--- config.mk ---
export PLATFORM = sky130hd
export DESIGN_NAME = column_link_count_table_top
export DESIGN_NICKNAME = d
export VERILOG_FILES = /design/src/rtl/core/cltt_pkg.sv /design/src/rtl/core/cltt_front.sv /design/src/rtl/core/cltt_back.sv /design/src/rtl/core/column_link_count_table_top.sv
export VERILOG_INCLUDE_DIRS = /design/src /design/src/rtl/core
export SDC_FILE = /design/constraint.sdc
export NUM_CORES = 2
export LEC_CHECK = 0
export ABC_AREA = 1
export BUFFER_PORTS_ARGS = -buffer_cell sky130_fd_sc_hd__buf_2
export CORE_MARGIN = 5
export CORE_UTILIZATION = 45
export CTS_CLUSTER_DIAMETER = 40
export DETAILED_ROUTE_END_ITERATION = 12
export RECOVER_POWER = 100
export SYNTH_ARGS = -nofsm -noshare
export SYNTH_HDL_FRONTEND = slang
export SYNTH_HIERARCHICAL = 1
export SYNTH_SLANG_ARGS = --single-unit
--- constraint.sdc ---
create_clock -name clk -period 6.36 [get_ports clk]
set_input_delay 0.954 -clock clk [delete_from_list [all_inputs] [get_ports clk]]
set_output_delay 0.954 -clock clk [all_outputs]
set_load 0.05 [all_outputs]
--- src/rtl/core/assert_macros.svh ---
// Assertion macros shared by the RTL of the link count table.
// No dependencies; included by the files that carry concurrent checks.
`ifndef ASSERT_MACROS_SVH
`define ASSERT_MACROS_SVH

// The consequent must hold in the same cycle as the antecedent.
`define ASSERT_IMPL(label, clk, rst_n, ante, cons, msg) \
  label: assert property (@(posedge clk) disable iff (!rst_n) (ante) |-> (cons)) \
    else $error(msg);

// The consequent must hold in the cycle after the antecedent.
`define ASSERT_NEXT(label, clk, rst_n, ante, cons, msg) \
  label: assert property (@(posedge clk) disable iff (!rst_n) (ante) |=> (cons)) \
    else $error(msg);

`endif

--- src/rtl/core/cltt_pkg.sv ---
// Shared types and constants for the column link count table.
// No dependencies; imported by every module of the block.
package cltt_pkg;

  localparam int MAX_LINKS_DEF = 16;
  localparam int KEY_W         = 49;
  localparam int CNT_W         = 16;
  localparam int IDX_OUT_W     = 4;
  localparam int IN_TDATA_W    = 56;
  localparam int OUT_TDATA_W   = 40;
  localparam logic [CNT_W-1:0] CNT_MAX = {CNT_W{1'b1}};

  typedef enum logic {
    OP_UPDATE = 1'b0,
    OP_CLEAR  = 1'b1
  } op_t;

  typedef struct packed {
    op_t              op;
    logic [KEY_W-1:0] key;
  } item_t;

  typedef struct packed {
    logic [IDX_OUT_W-1:0] entry_index;
    logic [CNT_W-1:0]     entry_count;
    logic [CNT_W-1:0]     total_count;
    logic                 is_new;
    logic                 dropped;
  } result_t;

  typedef enum logic [1:0] {
    BK_IDLE,
    BK_MATCH,
    BK_READ,
    BK_WRITE
  } bk_state_t;

  function automatic logic [CNT_W-1:0] sat_inc(input logic [CNT_W-1:0] v);
    sat_inc = (v == CNT_MAX) ? CNT_MAX : v + CNT_W'(1);
  endfunction

endpackage

--- src/rtl/core/cltt_front.sv ---
// Front end of the link count table: accepts items, decodes the command and
// builds the link key, and holds them in a two-entry queue. Uses cltt_pkg.
module cltt_front
  import cltt_pkg::*;
(
  input  logic                  clk,
  input  logic                  rst_n,
  input  logic                  in_tvalid,
  output logic                  in_tready,
  input  logic [IN_TDATA_W-1:0] in_tdata,
  input  logic                  in_tuser,
  output logic                  q_valid,
  output item_t                 q_item,
  input  logic                  q_pop
);

  item_t      slot_r [2];
  logic       wr_ptr_r, wr_ptr_nxt;
  logic       rd_ptr_r, rd_ptr_nxt;
  logic [1:0] fill_r, fill_nxt;
  logic       push;
  logic       pop;
  item_t      item_in;

  // Key is position, offset, base from the most significant end down.
  always_comb begin
    item_in.op  = in_tuser ? OP_CLEAR : OP_UPDATE;
    item_in.key = {in_tdata[24:0], in_tdata[40:25], in_tdata[48:41]};
  end

  assign in_tready = (fill_r != 2'd2);
  assign push      = in_tvalid && in_tready;
  assign q_valid   = (fill_r != 2'd0);
  assign pop       = q_valid && q_pop;
  assign q_item    = slot_r[rd_ptr_r];

  always_comb begin
    wr_ptr_nxt = push ? ~wr_ptr_r : wr_ptr_r;
    rd_ptr_nxt = pop  ? ~rd_ptr_r : rd_ptr_r;
    fill_nxt   = fill_r + 2'(push) - 2'(pop);
  end

  always_ff @(posedge clk) begin
    if (!rst_n) begin
      wr_ptr_r <= 1'b0;
      rd_ptr_r <= 1'b0;
      fill_r   <= 2'd0;
    end else begin
      wr_ptr_r <= wr_ptr_nxt;
      rd_ptr_r <= rd_ptr_nxt;
      fill_r   <= fill_nxt;
    end
  end

  always_ff @(posedge clk) begin
    if (push) begin
      slot_r[wr_ptr_r] <= item_in;
    end
  end

endmodule

--- src/rtl/core/cltt_back.sv ---
// Back end of the link count table: key store, count memory, column total
// and the sequencer that applies one queued item at a time. Uses cltt_pkg.
module cltt_back
  import cltt_pkg::*;
#(
  parameter int MAX_LINKS = MAX_LINKS_DEF
) (
  input  logic    clk,
  input  logic    rst_n,
  input  logic    q_valid,
  input  item_t   q_item,
  output logic    q_pop,
  output logic    res_valid,
  output result_t res,
  input  logic    res_ready
);

  localparam int IDX_W = $clog2(MAX_LINKS);
  localparam int LU_W  = $clog2(MAX_LINKS + 1);

  bk_state_t        state_r, state_nxt;
  item_t            item_r;
  logic [KEY_W-1:0] keys_r [MAX_LINKS];
  logic [CNT_W-1:0] cnt_mem [MAX_LINKS];
  logic [CNT_W-1:0] rd_cnt_r;
  logic [LU_W-1:0]  used_r;
  logic [CNT_W-1:0] total_r;
  logic             hit_r;
  logic [IDX_W-1:0] hit_idx_r;

  logic             hit_any;
  logic [IDX_W-1:0] hit_idx;
  logic             full;
  logic             finish;
  logic             is_clear;
  logic             append;
  logic [IDX_W-1:0] wr_idx;
  logic [CNT_W-1:0] cnt_new;

  // Stored keys are unique, so at most one slot matches and the index is an OR.
  always_comb begin
    hit_any = 1'b0;
    hit_idx = '0;
    for (int i = 0; i < MAX_LINKS; i++) begin
      if ((LU_W'(i) < used_r) && (keys_r[i] == item_r.key)) begin
        hit_any = 1'b1;
        hit_idx = hit_idx | IDX_W'(i);
      end
    end
  end

  assign full     = (used_r == LU_W'(MAX_LINKS));
  assign is_clear = (item_r.op == OP_CLEAR);
  assign append   = !is_clear && !hit_r && !full;
  assign wr_idx   = hit_r ? hit_idx_r : used_r[IDX_W-1:0];
  assign cnt_new  = hit_r ? sat_inc(rd_cnt_r) : CNT_W'(1);
  assign finish   = (state_r == BK_WRITE) && res_ready;

  always_comb begin
    state_nxt = state_r;
    q_pop     = 1'b0;
    res_valid = 1'b0;
    unique case (state_r)
      BK_IDLE: begin
        q_pop = q_valid;
        if (q_valid) begin
          state_nxt = BK_MATCH;
        end
      end
      BK_MATCH: state_nxt = BK_READ;
      BK_READ:  state_nxt = BK_WRITE;
      BK_WRITE: begin
        res_valid = 1'b1;
        if (res_ready) begin
          state_nxt = BK_IDLE;
        end
      end
      default: state_nxt = BK_IDLE;
    endcase
  end

  always_comb begin
    res = '0;
    if (!is_clear) begin
      res.total_count = sat_inc(total_r);
      if (hit_r || !full) begin
        res.entry_index = IDX_OUT_W'(wr_idx);
        res.entry_count = cnt_new;
        res.is_new      = !hit_r;
      end else begin
        res.dropped = 1'b1;
      end
    end
  end

  always_ff @(posedge clk) begin
    if (!rst_n) begin
      state_r <= BK_IDLE;
      used_r  <= '0;
      total_r <= '0;
    end else begin
      state_r <= state_nxt;
      if (finish) begin
        if (is_clear) begin
          used_r  <= '0;
          total_r <= '0;
        end else begin
          total_r <= sat_inc(total_r);
          if (append) begin
            used_r <= used_r + LU_W'(1);
          end
        end
      end
    end
  end

  always_ff @(posedge clk) begin
    if (q_pop && q_valid) begin
      item_r <= q_item;
    end
    if (state_r == BK_MATCH) begin
      hit_r     <= hit_any;
      hit_idx_r <= hit_idx;
    end
    rd_cnt_r <= cnt_mem[hit_idx_r];
    if (finish && !is_clear && (hit_r || !full)) begin
      cnt_mem[wr_idx] <= cnt_new;
    end
    if (finish && append) begin
      keys_r[wr_idx] <= item_r.key;
    end
  end

endmodule

--- src/rtl/core/column_link_count_table_top.sv ---
// Top level of the column link count table: input queue, table back end and
// output register. Uses cltt_pkg, cltt_front, cltt_back and assert_macros.svh.
//
// This block keeps the predecessor-link table of one consensus column. Each
// update transfer adds one to the column total and either bumps the count of
// a stored link with the same key (position, offset, base) or appends the key
// as a new link with count 1. When all MAX_LINKS slots are in use a new key is
// discarded and the result carries the dropped flag. A clear transfer empties
// the table and zeroes the total. Counts and the total saturate at 65535.
// Every input transfer yields exactly one result transfer, in order. In the
// back end an item steps through dequeue, parallel key compare, count memory
// read, then count write and result, which holds while the output stalls. A
// new item is taken only after the last one is done: the count memory's
// read-modify-write must finish before the next item can look at the table.
// A two-entry queue in front and a result register behind let either side
// stall without holding up the other. No clearing pass is needed after reset.
`include "assert_macros.svh"

module column_link_count_table_top
  import cltt_pkg::*;
#(
  parameter int MAX_LINKS = MAX_LINKS_DEF
) (
  input  logic                   clk,
  input  logic                   rst_n,
  input  logic                   in_tvalid,
  output logic                   in_tready,
  // prev_pos[24:0], prev_offset[40:25], prev_base[48:41], zero[55:49]
  input  logic [IN_TDATA_W-1:0]  in_tdata,
  // cmd: 0 update, 1 clear
  input  logic                   in_tuser,
  output logic                   out_tvalid,
  input  logic                   out_tready,
  // entry_index[3:0], entry_count[19:4], total_count[35:20], zero[39:36]
  output logic [OUT_TDATA_W-1:0] out_tdata,
  // is_new[0], dropped[1]
  output logic [1:0]             out_tuser
);

  logic    q_valid;
  item_t   q_item;
  logic    q_pop;
  logic    res_valid;
  result_t res;
  logic    res_ready;

  logic    out_valid_r;
  result_t out_res_r;

  cltt_front u_front (
    .clk       (clk),
    .rst_n     (rst_n),
    .in_tvalid (in_tvalid),
    .in_tready (in_tready),
    .in_tdata  (in_tdata),
    .in_tuser  (in_tuser),
    .q_valid   (q_valid),
    .q_item    (q_item),
    .q_pop     (q_pop)
  );

  cltt_back #(
    .MAX_LINKS (MAX_LINKS)
  ) u_back (
    .clk       (clk),
    .rst_n     (rst_n),
    .q_valid   (q_valid),
    .q_item    (q_item),
    .q_pop     (q_pop),
    .res_valid (res_valid),
    .res       (res),
    .res_ready (res_ready)
  );

  // The result register takes a new result whenever it is empty or its
  // current content is being transferred out in the same cycle.
  assign res_ready = !out_valid_r || out_tready;

  always_ff @(posedge clk) begin
    if (!rst_n) begin
      out_valid_r <= 1'b0;
    end else if (res_ready) begin
      out_valid_r <= res_valid;
    end
  end

  always_ff @(posedge clk) begin
    if (res_ready && res_valid) begin
      out_res_r <= res;
    end
  end

  assign out_tvalid = out_valid_r;
  assign out_tdata  = {4'b0000, out_res_r.total_count, out_res_r.entry_count,
                       out_res_r.entry_index};
  assign out_tuser  = {out_res_r.dropped, out_res_r.is_new};

  // A result is never both a fresh append and a drop.
  `ASSERT_IMPL(a_new_xor_drop, clk, rst_n, out_tvalid, !(out_tuser[0] && out_tuser[1]), "new and dropped both set")
  // A freshly appended link always starts at a count of one.
  `ASSERT_IMPL(a_new_count_one, clk, rst_n, out_tvalid && out_tuser[0], out_tdata[19:4] == 16'd1, "new link count is not one")
  // A dropped key reports slot zero with count zero, but a nonzero total.
  `ASSERT_IMPL(a_drop_fields, clk, rst_n, out_tvalid && out_tuser[1], (out_tdata[19:0] == 20'd0) && (out_tdata[35:20] != 16'd0), "dropped result fields wrong")
  // A result accepted into an empty output register shows up the next cycle.
  `ASSERT_NEXT(a_result_lands, clk, rst_n, res_valid && !out_valid_r, out_tvalid, "result lost on its way out")

endmodule

==> results_dict.tcl <==
set metrics [dict create \
    routabilityCongestion 0.879 \
    clock_sinks 1278 \
    synth_area_per_cell_um2 12.4 \
    violations "capacitance limit, slew limit" \
    synthTopCellsByArea "edfxtp_1 67%, nand2_1 6.7%, xnor2_1 5.4%" \
    ys_ff_latch 1278 \
    yosys_warnings 6 \
    synth-edff-count 1233 \
    synth_top_area_share_pct 67.2 \
    hp-class "in2reg" \
    run_status "finished with violations" \
    min_period_over_period_pct 77.8 \
    drcViolationCount 0 \
    synth_top_area_cell "edfxtp_1" \
    power_frac_clock_pct 36.2 \
    startpoint_type "flip-flop" \
    crit_path_end_kind "flip-flop" \
    cts-root-buf "clkbuf_16" \
    max_cap_violations 69 \
    crit_arrival_ns 5.42 \
    vdd_ir_drop_max_mv 0.323 \
    power_mw 26.4 \
    place_area_um2 57400 \
    viasPerCell 5.33 \
    setup_viol 0 \
    cp_max_fo 30 \
    grt_pass1_wl_um 220000 \
    switchingPower_mw 8.57 \
    grt_pass1_vias 32100 \
    grt_antenna_before_repair 7 \
    p_leak_nw 22.2 \
    required_ns 6.83 \
    r2r_start "u_back/item_r[41]" \
    drt_iter0_drc 4036 \
    hold_viol 0 \
    cts_max_level 4 \
    period_minus_slack_ns 4.95 \
    fin_area_um2 62200 \
    final_util_pct 51.1 \
    holdBufCountCts 0 \
    coreArea_um2 122000 \
    yosys-top-cells-count "1233 x edfxtp_1, 984 x nand2_1, 419 x nor2_1" \
    whs_endpoint "u_front/slot_r[0][29]" \
    crit_type "reg2reg" \
    rows 128 \
    timing.rr.end "u_back/hit_r" \
    tns_ns 0 \
    finalNetCount 4723 \
    syn_to_final_growth_pct 13.0 \
    grt_start_max_net_pins 76 \
    place.detailed.hpwl_um 94500 \
    die_area_um2 129000 \
    antenna_left 0 \
    synth_most_common_cell "edfxtp_1" \
    netlist_area_um2 55100 \
    tightest_slew_ns 3.77 \
    grt.overflow.total 0 \
    synthCells 4444 \
    rsz0062_at_grt "no" \
    p_per_area_nw_per_um2 425 \
    synth_seq_area_share_pct 68.9 \
    fp.dieW_um 360 \
    die_h_um 360 \
    timing.fmax_mhz 202 \
    cts_tree "done" \
    r2r_cells 12 \
    clockBufferDepth 3 \
    placed_cells 6109 \
    path_clk_slew_ns 0.06 \
    hold_start "in_tdata[5]" \
    p_int_mw 17.9 \
    min_path_cells 1 \
    cts_buffers 165 \
    io_pins 105 \
    post_drt_wl_per_cell_um 23.9 \
    cts_resized 0 \
    firstDrtPassIters 5 \
    ys_types 48 \
    combPwrFrac_pct 23.3 \
    max-slew-margin-rel_pct -151 \
    layout.cells.non_filler 6411 \
    drv_slew 1592 \
    cts_setup_buffers 0 \
    skew_ns 0.0294 \
    totalWireLength_um 153000 \
    clock_latency_ns 0.78 \
    io_buffers 93 \
    async_flop_share_pct 0 \
    vias 34200 \
    synth_top_flop_cell "edfxtp_1" \
    power.share.sequential_pct 40.5 \
    layout-drive-gt1-share_pct 7.54 \
    start_util_pct 45.2 \
    regToRegSetupSlack_ns 1.41 \
    track_usage_pct 23.2 \
    p_sw_share_pct 32.4 \
]
## layer usage
metal,track usage [%],vias up,wire (um)
li1,-,15600,-
met1,33.7,16800,66200
met2,35.9,1499,68100
met3,4.05,262,14100
met4,7.34,0,4490
met5,0,-,0
## stage by stage
stage | setup slack, ns | hold slack, ns
floorplan | 2.05 | 0.464
global placement | 1.98 | 0.480
detailed placement | 1.96 | 0.490
CTS | 2.37 | 0.312
global route | 1.08 | 0.330
finish | 1.41 | 0.373
## layout by cell type, fill, tap and decap left out, types with 15 or more instances in the layout
master	count
a21oi_1	102
buf_2	24
buf_4	19
bufinv_16	25
clkbuf_1	189
clkbuf_16	169
clkinv_1	15
clkinv_2	26
dfxtp_1	44
edfxtp_1	1233
inv_1	341
inv_2	18
inv_6	16
mux2_1	48
mux2i_1	64
nand2_1	986
nand3_1	74
nand4_1	47
nor2_1	408
nor2_4	16
nor3_1	26
o211ai_1	64
o21ai_0	238
o22ai_1	29
xnor2_1	341
xor2_1	131
## worst max path at each step
| stage | slack (ns) | start | to |
|---|---|---|---|
| floorplan | 2.05 | out_tready | u_back/keys_r[0][0] |
| global placement | 1.98 | out_tready | u_back/keys_r[9][32] |
| detailed placement | 1.96 | out_tready | u_back/keys_r[9][32] |
| CTS | 2.37 | u_back/hit_idx_r[3] | u_back/keys_r[9][39] |
| global route | 1.08 | u_back/state_r[0] | u_back/keys_r[1][38] |
| finish | 1.41 | u_back/item_r[41] | u_back/hit_r |
## flip-flops by register name, summed over array words and instances (netlist names), named ones only
signal,count
u_back/keys_r,784
u_back/cnt_mem,256
u_front/slot_r,100
u_back/item_r,49
out_tdata,36
u_back/rd_cnt_r,16
u_back/total_r,16
u_back/used_r,5
u_back/hit_idx_r,4
out_tuser,2
u_back/state_r,2
u_front/fill_r,2
out_tvalid,1
u_back/hit_r,1
u_back/is_clear,1
u_front/rd_ptr_r,1
u_front/wr_ptr_r,1
## cell families (layout without fill, tap and decap cells)
logic type,after synthesis,in the layout,synth area share [%]
AO/OA/AOI/OAI,452,452,4.60
adder cells (fa/ha/maj),11,11,0.250
XOR/XNOR,472,472,7.51
buffers and inverters,535,873,4.76
AND/OR/NAND/NOR,1581,1581,11.5
other,1,5,0.00681
flip-flops,1278,1278,68.9
multiplexers,114,114,2.53
## layout make-up
class,count,area [um2]
inverter,363,1360
antenna,1,2.50
fill,10600,59500
sequential,1278,37900
multi-input combinational,2634,14400
timing repair buffer,209,890
tap,1625,2030
clock buffer,199,4380
clock inverter,102,1280
## power groups by stage
stage	Sequential [mW]	Combinational (mW)	Clock [mW]
finish	10.7	6.16	9.57
global route	10.7	6.57	10.1
CTS	10.7	6.36	9.71
detailed placement	10.8	6.33	0
global placement	10.8	6.26	0
floorplan	11.0	3.56	0
## worst max-delay path, cell delays in order, from the launching register on
cell      delay (ns)
edfxtp_1        0.32
clkbuf_1        2.17
inv_2           0.61
o21ai_0         0.44
nor2_1          0.11
nand2_1         0.08
nor2_1          0.04
nand2_1         0.06
nor2_1          0.04
nand2_1         0.27
nand3_1         0.17
nor2_1          0.14
nand2_1         0.12
Note: power is estimated with default switching activity, not from simulation.
